===== config.mk =====
export PLATFORM = sky130hd
export DESIGN_NAME = bip_ctrl
export DESIGN_NICKNAME = d
export VERILOG_FILES = /design/src/hw/rtl/bip_pkg.sv /design/src/hw/rtl/bip_ctrl.sv
export SDC_FILE = /design/constraint.sdc
export NUM_CORES = 1
export LEC_CHECK = 0
export CAP_MARGIN = 10
export CORE_MARGIN = 3
export CORE_UTILIZATION = 45
export CTS_BUF_LIST = sky130_fd_sc_hd__clkbuf_16
export DETAILED_ROUTE_END_ITERATION = 16
export DONT_BUFFER_PORTS = 1
export GPL_ROUTABILITY_DRIVEN = 0
export PLACE_DENSITY = 0.65
export SLEW_MARGIN = 10
export SYNTH_ARGS = -nofsm -noshare
export SYNTH_HDL_FRONTEND = slang
export SYNTH_SLANG_ARGS = --single-unit

===== constraint.sdc =====
create_clock -name i_clk -period 3.35 [get_ports i_clk]
set_clock_uncertainty 0.05 [all_clocks]
set_input_delay 0 -clock i_clk [delete_from_list [all_inputs] [get_ports i_clk]]
set_output_delay 0 -clock i_clk [all_outputs]
set_load 0.1 [all_outputs]

===== src/hw/rtl/bip_pkg.sv =====
// Package for the ballistic impact predictor: result kinds, datapath op codes,
// controller states, command/status structs and the saturation helper.
// No dependencies.
package bip_pkg;

    localparam int DefFracBits = 16;
    localparam int Dw          = 32;

    typedef enum logic [2:0] {
        KIND_TRAJ      = 3'd0,
        KIND_IMPACT    = 3'd1,
        KIND_NO_IMPACT = 3'd2,
        KIND_IDLE      = 3'd3,
        KIND_LOADED    = 3'd4
    } t_kind;

    typedef enum logic [2:0] {
        CFG_ACCEL_X    = 3'd0,
        CFG_ACCEL_Y    = 3'd1,
        CFG_ACCEL_Z    = 3'd2,
        CFG_GROUND     = 3'd3,
        CFG_TIME_LIMIT = 3'd4,
        CFG_STEP_SIZE  = 3'd5
    } t_cfg_idx;

    typedef enum logic [3:0] {
        OP_NONE, OP_AX, OP_AY, OP_AZ, OP_VX, OP_VY, OP_VZ, OP_ADT, OP_LX, OP_LZ
    } t_op;

    typedef enum logic [1:0] {
        CM_NONE, CM_STEP, CM_STEP_END, CM_IMPACT
    } t_commit;

    typedef enum logic [2:0] {
        S_IDLE, S_FIRST, S_INTEG, S_DECIDE, S_DIV, S_LERP, S_SAMPLE, S_END
    } t_state;

    // Positions of the op sequence: integration ends at INTEG_END, lerp at LERP_END.
    localparam logic [3:0] INTEG_END = 4'd6;
    localparam logic [3:0] LERP_END  = 4'd9;

    typedef struct packed {
        logic    load;
        t_op     mul_op;
        t_op     acc_op;
        logic    div_start;
        logic    emit;
        t_kind   kind;
        logic    last;
        t_commit commit;
    } t_cmd;

    typedef struct packed {
        logic in_flight;
        logic out_free;
        logic impact;
        logic timeout;
        logic div_done;
    } t_stat;

    function automatic t_op op_at(input logic [3:0] k);
        t_op r;
        unique case (k)
            4'd0:    r = OP_AX;
            4'd1:    r = OP_AY;
            4'd2:    r = OP_AZ;
            4'd3:    r = OP_VX;
            4'd4:    r = OP_VY;
            4'd5:    r = OP_VZ;
            4'd6:    r = OP_ADT;
            4'd7:    r = OP_LX;
            4'd8:    r = OP_LZ;
            default: r = OP_NONE;
        endcase
        return r;
    endfunction

    // Saturates a wide signed value to 32 signed bits.
    function automatic logic signed [31:0] sat32(input logic signed [65:0] v);
        logic signed [31:0] r;
        if ((&v[65:31]) || !(|v[65:31])) begin
            r = v[31:0];
        end else if (v[65]) begin
            r = 32'sh8000_0000;
        end else begin
            r = 32'sh7fff_ffff;
        end
        return r;
    endfunction

endpackage


===== src/hw/rtl/bip_ctrl.sv =====
// Controller: accepts items, walks the multiply/accumulate sequence, waits on
// the divider and orders the result beats. Depends on bip_pkg.
module bip_ctrl (
    input  logic            i_clk,
    input  logic            i_rst_n,
    input  logic            i_s_tvalid,
    input  logic            i_s_tuser,
    output logic            o_s_tready,
    input  bip_pkg::t_stat  i_stat,
    output bip_pkg::t_cmd   o_cmd
);
    import bip_pkg::*;

    t_state     r_state, n_state;
    logic [3:0] r_k, n_k;
    t_kind      r_kind, n_kind;
    logic       accept;

    assign accept = (r_state == S_IDLE) && i_s_tvalid;

    always_ff @(posedge i_clk) begin
        if (!i_rst_n) begin
            r_state <= S_IDLE;
            r_k     <= '0;
            r_kind  <= KIND_TRAJ;
        end else begin
            r_state <= n_state;
            r_k     <= n_k;
            r_kind  <= n_kind;
        end
    end

    always_comb begin
        n_state = r_state;
        n_k     = r_k;
        n_kind  = r_kind;
        unique case (r_state)
            S_IDLE: begin
                n_k = '0;
                if (accept) begin
                    if (!i_s_tuser) begin
                        n_kind  = KIND_LOADED;
                        n_state = S_FIRST;
                    end else if (!i_stat.in_flight) begin
                        n_kind  = KIND_IDLE;
                        n_state = S_FIRST;
                    end else begin
                        n_state = S_INTEG;
                    end
                end
            end
            S_FIRST: begin
                if (i_stat.out_free) begin
                    n_state = S_IDLE;
                end
            end
            S_INTEG: begin
                if (r_k == INTEG_END) begin
                    n_state = S_DECIDE;
                end else begin
                    n_k = r_k + 1'b1;
                end
            end
            S_DECIDE: begin
                if (i_stat.impact) begin
                    n_kind  = KIND_IMPACT;
                    n_state = S_DIV;
                end else begin
                    n_kind  = i_stat.timeout ? KIND_NO_IMPACT : KIND_TRAJ;
                    n_state = S_SAMPLE;
                end
            end
            S_DIV: begin
                if (i_stat.div_done) begin
                    n_state = S_LERP;
                end
            end
            S_LERP: begin
                if (r_k == LERP_END) begin
                    n_state = S_SAMPLE;
                end else begin
                    n_k = r_k + 1'b1;
                end
            end
            S_SAMPLE: begin
                if (i_stat.out_free) begin
                    n_state = (r_kind == KIND_TRAJ) ? S_IDLE : S_END;
                end
            end
            S_END: begin
                if (i_stat.out_free) begin
                    n_state = S_IDLE;
                end
            end
            default: n_state = S_IDLE;
        endcase
    end

    always_comb begin
        o_s_tready      = 1'b0;
        o_cmd           = '0;
        o_cmd.mul_op    = OP_NONE;
        o_cmd.acc_op    = OP_NONE;
        o_cmd.kind      = KIND_TRAJ;
        o_cmd.commit    = CM_NONE;
        unique case (r_state)
            S_IDLE: begin
                o_s_tready = 1'b1;
                o_cmd.load = accept && !i_s_tuser;
            end
            S_FIRST: begin
                o_cmd.emit = i_stat.out_free;
                o_cmd.kind = r_kind;
                o_cmd.last = 1'b1;
            end
            S_INTEG: begin
                // Multiply for op k and accumulate for op k-1 overlap.
                o_cmd.mul_op = (r_k < INTEG_END) ? op_at(r_k) : OP_NONE;
                o_cmd.acc_op = (r_k != '0) ? op_at(r_k - 1'b1) : OP_NONE;
            end
            S_DECIDE: begin
                o_cmd.div_start = i_stat.impact;
            end
            S_DIV: ;
            S_LERP: begin
                o_cmd.mul_op = (r_k < LERP_END) ? op_at(r_k) : OP_NONE;
                o_cmd.acc_op = (r_k != INTEG_END) ? op_at(r_k - 1'b1) : OP_NONE;
            end
            S_SAMPLE: begin
                o_cmd.emit = i_stat.out_free;
                o_cmd.kind = KIND_TRAJ;
                o_cmd.last = (r_kind == KIND_TRAJ);
                if (i_stat.out_free) begin
                    unique case (r_kind)
                        KIND_IMPACT:    o_cmd.commit = CM_IMPACT;
                        KIND_NO_IMPACT: o_cmd.commit = CM_STEP_END;
                        default:        o_cmd.commit = CM_STEP;
                    endcase
                end
            end
            S_END: begin
                o_cmd.emit = i_stat.out_free;
                o_cmd.kind = r_kind;
                o_cmd.last = 1'b1;
            end
            default: ;
        endcase
    end

endmodule


======== Word-level counts from Yosys, hierarchy flattened ========
Memory sizes are Yosys's and may differ from the RTL's. A register that Yosys moved wholly into a read port is not among the register bits.
Cells that the tools add are included.
word-level totals
  bits in registers ....................... 10
  ROM bits ................................ 256
  bits of input ports ..................... 9
  output and inout port bits .............. 18
  word-level logic and storage cells ...... 80
  memories ................................ 4
memories
  memory           words  width  rd ports  clocked after Yosys merged registers in  write ports  RTL line       source
  (no name shown)  16     4      1         1                                        0            bip_pkg.sv:63  unique case (k)
  (no name shown)  16     4      1         0                                        0            bip_pkg.sv:63
  (no name shown)  16     4      1         1                                        0            bip_pkg.sv:63
  (no name shown)  16     4      1         0                                        0            bip_pkg.sv:63
cells by class
  add/subtract/negate cells ............... 2
  order comparisons ....................... 2
  equality and inequality tests ........... 21
  muxes and demuxes ....................... 36
  reduce and logical (&&, ||, !) cells .... 12
operators by type and width
  operator             number
  $mux 4               10
  $mux 3               10
  $pmux 3 s7           1
  $pmux 8 s2           1
  $mux 2               7
  $ne 2x2->1 const B   7
  $eq 3x3->1 const B   4
  $pmux 4 s3           1
  $pmux 5 s2           1
  $eq 3x2->1 const B   3
  $eq 3x1->1 const B   2
  $logic_not 3->1      2
  $pmux 3 s2           1
  $reduce_and 3->1     2
  $reduce_and 6->1     1
  $add 4x1->4 const B  1
  $eq 4x3->1 const B   1
  $eq 4x4->1 const B   1
  $lt 4x3->1 const B   1
  $lt 4x4->1 const B   1
  $ne 4x3->1 const B   1
  $pmux 2 s2           1
  $reduce_bool 4->1    1
  $sub 4x1->4 const B  1
  other kinds (8)      11

======== Longest topological paths before layout ========
Gate-level depths: netlist of run 1.
  word-level depth ........................ 5
  mapped depth ............................ 10
  depth with buffers taken out ............ 10

======== Worst setup path after synthesis of run 1 ========
OpenSTA, ideal clock, no wires.
  path kind ............................... register -> register
  start point ............................. register r_state[0]
  end point ............................... register r_kind[2]
  library setup time ...................... 59 ps
  data arrival time ....................... 4078 ps
  required time ........................... 3241 ps
  setup slack ............................. -837 ps
  cell stages (with the launch flop) ...... 7
  buffers on the path ..................... 2
  period minus slack after synthesis ...... 4187 ps
  cell sequence ........................... dfxtp_1 > buf_6 > clkbuf_1 > nor3_1 > and3b_1 > o21bai_1 > and2_1
on the way
  cells in the longest elaborated chain, start to end .. 4
  elaborated cells on any way between the ends .. 8
  those cells by class .................... eq/ne (3); mux (1); reduce/logical (4)
ends and longest elaborated chain
  item                               RTL line                        source
  start: declaration                 bip_ctrl.sv:14                  t_state r_state, n_state;
  start signal: assignment           bip_ctrl.sv:27                  r_state <= n_state;
  $logic_not 3->1                    bip_ctrl.sv:19, bip_ctrl.sv:37
  $logic_and 1x1->1                  bip_ctrl.sv:19                  assign accept = (r_state == S_IDLE) && i_s_tvalid;
  $ne 2x2->1 (no source line)        n/a
  $reduce_and 3->1 (no source line)  n/a
  end signal: assignment             bip_ctrl.sv:29                  r_kind <= n_kind;
  end: declaration                   bip_ctrl.sv:16                  t_kind r_kind, n_kind;
Several ways; a longest one is shown, not always the timed one.
A chain may end at the register's enable or synchronous reset.

==> run_results.csv, run 1 <==
group,metric,value,unit
status,outcome,"finished, final reports clean",
clocking,clkSlewWorstSetupHoldPaths,0.04,ns
synth,synth.cell_area,1180,sq um
synth,avg_synthesized_cell_area,7.814,sq um
clocking,cts_max_level,1,
detailed_routing,wire_per_inst,15.17,microns
setup_path,worstPathArrival,2.87,ns
detailed_routing,route.detailed.drc,0,
place,port_buffers,0,
detailed_routing,ant_nets,0,
detailed_routing,postRouteWirelength,2974,microns
synth,synth_top_area_share,23.75,%
synth,ys_warns,0,
sta,max_slew_margin,27.95,%
global_route,first_global_vias,1063,
sta,hold-worst-slack,0.03910,ns
global_route,initial_antenna_violation_count,0,
sta,setup-violations-final,0,
sta,finalHoldViolations,0,
die,num_rows,17,
sta,worst-slew-pin-transition,1.081,ns
sta,fmaxAchievable,359.2,MHz
synth,ys.flop_type,"dfxtp_1",
clocking,numClockSinks,14,
clocking,cts_root_buffer,"clkbuf_16",
global_route,grt_pass1_wl,4974,microns
die,dieHeight,57.21,microns
die,die_w,57.21,microns
worst_hold_path,hold_path.class,"primary input to flop",
synth,yosys.cell_types.count,45,
job,cap_violations,0,
detailed_routing,route.vias.total,1117,
synth,postSynthRegisterBits,14,
global_route,grt_start_max_net_pins,18,
sta,final_max_slew_viol_count,0,
global_route,global_route.usage.total,19.41,%
layout,stdcell_area,1526,sq um
sta,period_share,83.10,%
place,dp_hpwl,2051,microns
synth,synth.largest_area_cell,"dfxtp_1",
synth,synth-async-reset-ratio,0,%
clocking,numCtsBuffers,3,
global_route,leftover_overflow_at_the_end_of_global_routing,0,
detailed_routing,drt-initial-drc-count,19,
pwr,power_dens_cells,835.2,nW/um^2
die,floorplan.initialDensity,50.43,%
pwr,p_leak,0.6074,nW
layout,finish.utilization,65.24,%
sta,layout_min_cycle_time,2.784,ns
setup_path,setup_crit_start_kind,"flop",
synth,synth_edf_count,0,
setup_path,cp.required,3.43,ns
die,core-area,2340,sq um
sta,grt_setup_unrepaired,"no",
clocking,postCtsSetupRepairBufs,0,
clocking,ctsLongestPathBuffers,2,
layout,num-nets-final,187,
die,num_io_pins,27,
detailed_routing,post_drt_via_cell_ratio,5.699,
synth,synth.area.top_cells,"dfxtp_1 24%, ha_1 8.5%, nor2_1 5.1%",
detailed_routing,detailedRoute.firstPassIterationCount,4,
place,placement.cell_area,1411,sq um
layout,num-fill-cells,198,
synth,syn-num-nets,168,
pwr,ir_drop,0.0006685,V
synth,synthCells,151,
die,die_area,3272,sq um
clocking,clock_tree_from_tritoncts,"yes",
layout,final_layout_size_suffix_gt1_share,27.98,%
sta,tns,0,ns
layout,synthToLayoutAreaGrowth,29.37,%
clocking,clock_insertion_delay_at_the_later_pin_of_the_skew_report,0.24,ns
setup_path,crit_path_max_fanout,17,
setup_path,cp-end-kind,"flop",
layout,final_antenna_diode_count,0,
synth,ys_seq_area_share,23.75,%
setup_path,worstSetupPathType,"flop to flop",
## critical path, stage by stage (launching register included)
cell and delay (ns):
dfxtp_1 0.70, and3b_1 0.45, nor2_1 0.14, or3_1 0.38, a21oi_1 0.30, inv_1 0.08, ha_1 0.21, and3_1 0.14
a22o_1 0.21
## cells in the final DEF (no fill, tap or decap), drive strengths merged, types with 6 or more instances in the layout
cell | netlist | routed
ha | 8 | 8
nor2 | 16 | 16
inv | 12 | 12
o21ai | 6 | 6
nor3 | 7 | 7
nand2 | 7 | 7
a21oi | 10 | 10
dfxtp | 14 | 14
buf | 4 | 16
## routing by layer
| metal | vias to the layer above | GRT usage (%) | part of all wire [%] |
|---|---|---|---|
| li1 | 570 | - | - |
| met1 | 511 | 23.02 | 43 |
| met2 | 28 | 33.12 | 50 |
| met3 | 8 | 3.394 | 3.7 |
| met4 | 0 | 10.26 | 2.9 |
| met5 | - | 0 | 0 |
## Yosys cell counts, drive strengths merged (3+ instances only)
master / number
inv: 12
xor2: 3
and3b: 3
dfxtp: 14
nand3: 5
clkbuf: 3
nor2b: 5
nor2: 16
buf: 4
nor3: 7
nand2b: 3
o21ai: 6
and2: 5
mux2i: 4
nor3b: 3
a21oi: 10
ha: 8
nand2: 7
## cell families (layout without fill, tap and decap cells)
kind of cell,after synthesis,in the layout,share of synthesized area [%]
AO/OA/AOI/OAI,37,37,22.80
XOR/XNOR,5,5,3.712
adder cells (fa/ha/maj),8,8,8.484
buffers and inverters,19,36,7.529
flip-flops,14,14,23.75
multiplexers,4,4,3.394
AND/OR/NAND/NOR,64,64,30.33
## path summary, 6_finish.rpt
path,from,slack (ns),depth (start not counted),endpoint
worst max-delay path,r_state[0],0.57,8,flop
worst min-delay path,i_rst_n,0.04,2,r_k[2]
worst max register to register,r_state[0],0.57,8,flop
worst min register to register,r_kind[0],0.52,2,r_kind[0]
## cell type report
type                       instances  area (sq um)  share of cell area [%]
timing repair buffer              21         205.2                   13.44
multi-input combinational        118         885.9                   58.03
inverter                          12         45.04                   2.951
clock buffer                       3         75.07                   4.918
sequential                        14         280.3                   18.36
tap                               28         35.03                   2.295
## report_power, final
part / total, mW / switching [mW] / internal, mW
registers: 0.288 / 0.0832 / 0.205
logic: 0.766 / 0.545 / 0.222
clock network: 0.221 / 0.0650 / 0.156
total: 1.27 / 0.693 / 0.582
## repair_timing
action | 4_1_cts | 5_1_grt
hold buffers | 4 | 0
setup endpoints to repair | 0 | 0
gates resized for setup | 0 | 0
hold endpoints to repair | 7 | 0
## stage by stage
| step | std cells | worst slack, ns | power [mW] |
|---|---|---|---|
| finish | 196 | 0.5660 | 1.275 |
| global route | 196 | 0.4051 | 1.350 |
| CTS | 196 | 0.5978 | 1.273 |
| detailed placement | 189 | 0.6260 | 1.032 |
| global placement | 189 | 0.6816 | 1.019 |
| floorplan | 151 | 0.04562 | 0.8813 |
(Power assumes the default switching activity.)
==> inputs of run 2 (changes only) <==
ABC_AREA = 1   (was default)
PLACE_DENSITY = 0.67   (was 0.65)
clock period = 2.46 ns   (was 3.35 ns; I/O delays follow)
==> run_results.csv, run 2 <==
group,metric,value,unit
status,outcome,"finished, final reports clean",
setup_path,worstSetupPathType,"flop to primary output",
sta,final_max_slew_viol_count,0,
layout,commonest_non_fill_non_tap_cell_in_the_layout,"nand2_1",
setup_path,cp.required,2.41,ns
layout,final_antenna_diode_count,0,
layout,synthToLayoutAreaGrowth,24.32,%
die,core-area,2567,sq um
layout,num-fill-cells,250,
detailed_routing,wire_per_inst,12.40,microns
detailed_routing,ant_nets,0,
setup_path,setup_crit_start_kind,"flop",
global_route,grt_pass1_wl,5119,microns
global_route,global_route.usage.total,19.49,%
synth,yosys-top-cells-count,"48 x nand2_1, 26 x inv_1, 17 x nor2_1",
pwr,p_leak,0.7835,nW
layout,final-seq-area,281.5,sq um
sta,fin_ws,0.2918,ns
synth,syn-num-nets,211,
sta,max_slew_margin,62.63,%
die,floorplan.initialDensity,48.68,%
synth,yosys.cell_types.count,29,
setup_path,critical_path.slowest_cell,"dfxtp_2",
place,dp_hpwl,2476,microns
layout,multi_input_area,870.8,sq um
synth,synth.largest_area_cell,"dfxtp_1",
die,num_rows,18,
job,cap_violations,0,
sta,setup-violations-final,0,
synth,post-synth-top-count-cell,"nand2_1",
global_route,leftover_overflow_at_the_end_of_global_routing,0,
synth,ys_warns,0,
clocking,cts_max_level,1,
sta,fmaxAchievable,461.2,MHz
detailed_routing,route.detailed.drc,0,
sta,hold-worst-slack,0.04475,ns
setup_path,timing.reg2reg.setup_slack,0.35,ns
detailed_routing,detailedRoute.firstPassIterationCount,4,
clocking,clock_tree_from_tritoncts,"yes",
setup_path,worstPathArrival,2.12,ns
global_route,initial_antenna_violation_count,0,
layout,finish.utilization,60.53,%
sta,finalHoldViolations,0,
die,die_area,3446,sq um
synth,ys.flop_type,"dfxtp_1",
detailed_routing,drt-initial-drc-count,52,
setup_path,cp-end-kind,"primary output",
synth,synth.cell_area,1250,sq um
clocking,ctsLongestPathBuffers,2,
synth,synth.area.top_cells,"dfxtp_1 22%, nand2_1 14%, ha_1 8.0%",
clocking,postCtsSetupRepairBufs,0,
sta,grt_setup_unrepaired,"no",
layout,final_layout_size_suffix_gt1_share,31.63,%
setup_path,critPathMaxStageDelay,0.42,ns
detailed_routing,post_drt_via_cell_ratio,5.216,
detailed_routing,postRouteWirelength,3037,microns
layout,final_cell_mix,"48 x nand2_1, 26 x inv_1, 18 x buf_4, 16 x nand3_1, 15 x nor2_2",
place,detailedPlace.worstSlack,0.3209,ns
sta,layout_min_cycle_time,2.168,ns
synth,synth-async-reset-ratio,0,%
setup_path,crit_path_max_fanout,8,
synth,synth_edf_count,0,
synth,synthCells,194,
clocking,numClockSinks,14,
clocking,numCtsBuffers,3,
synth,ys_seq_area_share,22.42,%
pwr,ir_drop,0.001171,V
pwr,total_power,2.188,mW
setup_path,critical_path.cell_chain,"inv_1, ha_1, nand3_2, inv_1, o21ai_0, o21ai_0, a21oi_2, buf_4",
die,die_w,58.71,microns
die,num_io_pins,27,
detailed_routing,route.vias.total,1278,
synth,avg_synthesized_cell_area,6.443,sq um
clocking,clkSlewWorstSetupHoldPaths,0.05,ns
layout,num-nets-final,233,
global_route,first_global_vias,1198,
sta,tns,0,ns
die,dieHeight,58.71,microns
global_route,grt_start_max_net_pins,10,
clocking,clock_insertion_delay_at_the_later_pin_of_the_skew_report,0.25,ns
sta,worst-slew-pin-transition,0.5597,ns
synth,synth_top_area_share,22.42,%
sta,period_share,88.14,%
clocking,cts_root_buffer,"clkbuf_16",
pwr,power_dens_cells,1408,nW/um^2
synth,postSynthRegisterBits,14,
place,port_buffers,0,
worst_hold_path,hold_path.class,"primary input to flop",
-- run 2: cell types whose count changed after synthesis, moves of 4 or more --
| cell | previous run | this run |
|---|---|---|
| inv_1 | 12 | 26 |
| nand3_2 | 0 | 4 |
| nor3_1 | 7 | 2 |
| nand2_1 | 7 | 48 |
| nand4_1 | 0 | 4 |
| and2_1 | 5 | 0 |
| nand3_1 | 5 | 16 |
| inv_2 | 0 | 7 |
| nor2_2 | 0 | 5 |
| mux2i_1 | 4 | 0 |
| nor2b_1 | 5 | 0 |
| nand2_2 | 0 | 4 |
-- run 2: routing by layer --
metal  track usage (%)  share of wire, %  up-vias  wire (microns)
li1                  -                 -      659               -
met1             21.97                43      574            1312
met2             34.13                48       39            1466
met3             3.728               5.9        6             180
met4             11.00               2.5        0              77
met5                 0                 0        -               0
-- run 2: critical path, delay by kind of cell, from the launching register on --
| kind | cells | cell delay, ns |
|---|---|---|
| adders and majority gates | 1 | 0.26 |
| buffers and inverters | 3 | 0.50 |
| and+or+nand+nor | 1 | 0.11 |
| AOI/OAI and AO/OA | 3 | 0.58 |
| DFF | 1 | 0.42 |
-- run 2: layout make-up --
type,count,share of cell area (%)
clock buffers,3,4.831
clock inverters,1,0.2415
repair buffers,20,9.984
inverters,34,8.374
multi-input cells,143,56.04
flip-flops and latches,14,18.12
well taps,30,2.415
-- run 2: stage by stage --
stage | cell area [sq um] | std cells
finish | 1554 | 245
global route | 1554 | 245
CTS | 1553 | 245
detailed placement | 1454 | 239
global placement | 1454 | 239
floorplan | 1257 | 194
-- run 2: worst paths after layout --
path                  start         to  depth (start not counted)
setup / recovery     r_k[0]   o_cmd[8]                          8
hold / removal    i_s_tuser  r_kind[0]                          4
setup reg to reg     r_k[1]       flop                         11
hold reg to reg   r_kind[2]  r_kind[2]                          2
-- run 2: power breakdown --
group | total (mW) | switching (mW) | internal (mW)
clock | 0.315 | 0.100 | 0.216
sequential | 0.403 | 0.0989 | 0.304
combinational | 1.47 | 1.10 | 0.371
-- run 2: timing repair --
action | CTS | global route
resized for setup | 0 | 1
hold buffers | 2 | 0
setup endpoints to repair | 0 | 2
endpoints found under the hold margin | 14 | 0
-- run 2: cells by family (layout without fill, tap and decap cells) --
group,Yosys count,in the layout,share of synthesized area [%]
AND/OR/NAND/NOR,105,105,41.94
XOR/XNOR,4,4,2.803
AO/OA/AOI/OAI,26,26,12.51
adder cells (fa/ha/maj),8,8,8.008
flip-flops,14,14,22.42
buffers and inverters,37,58,12.31
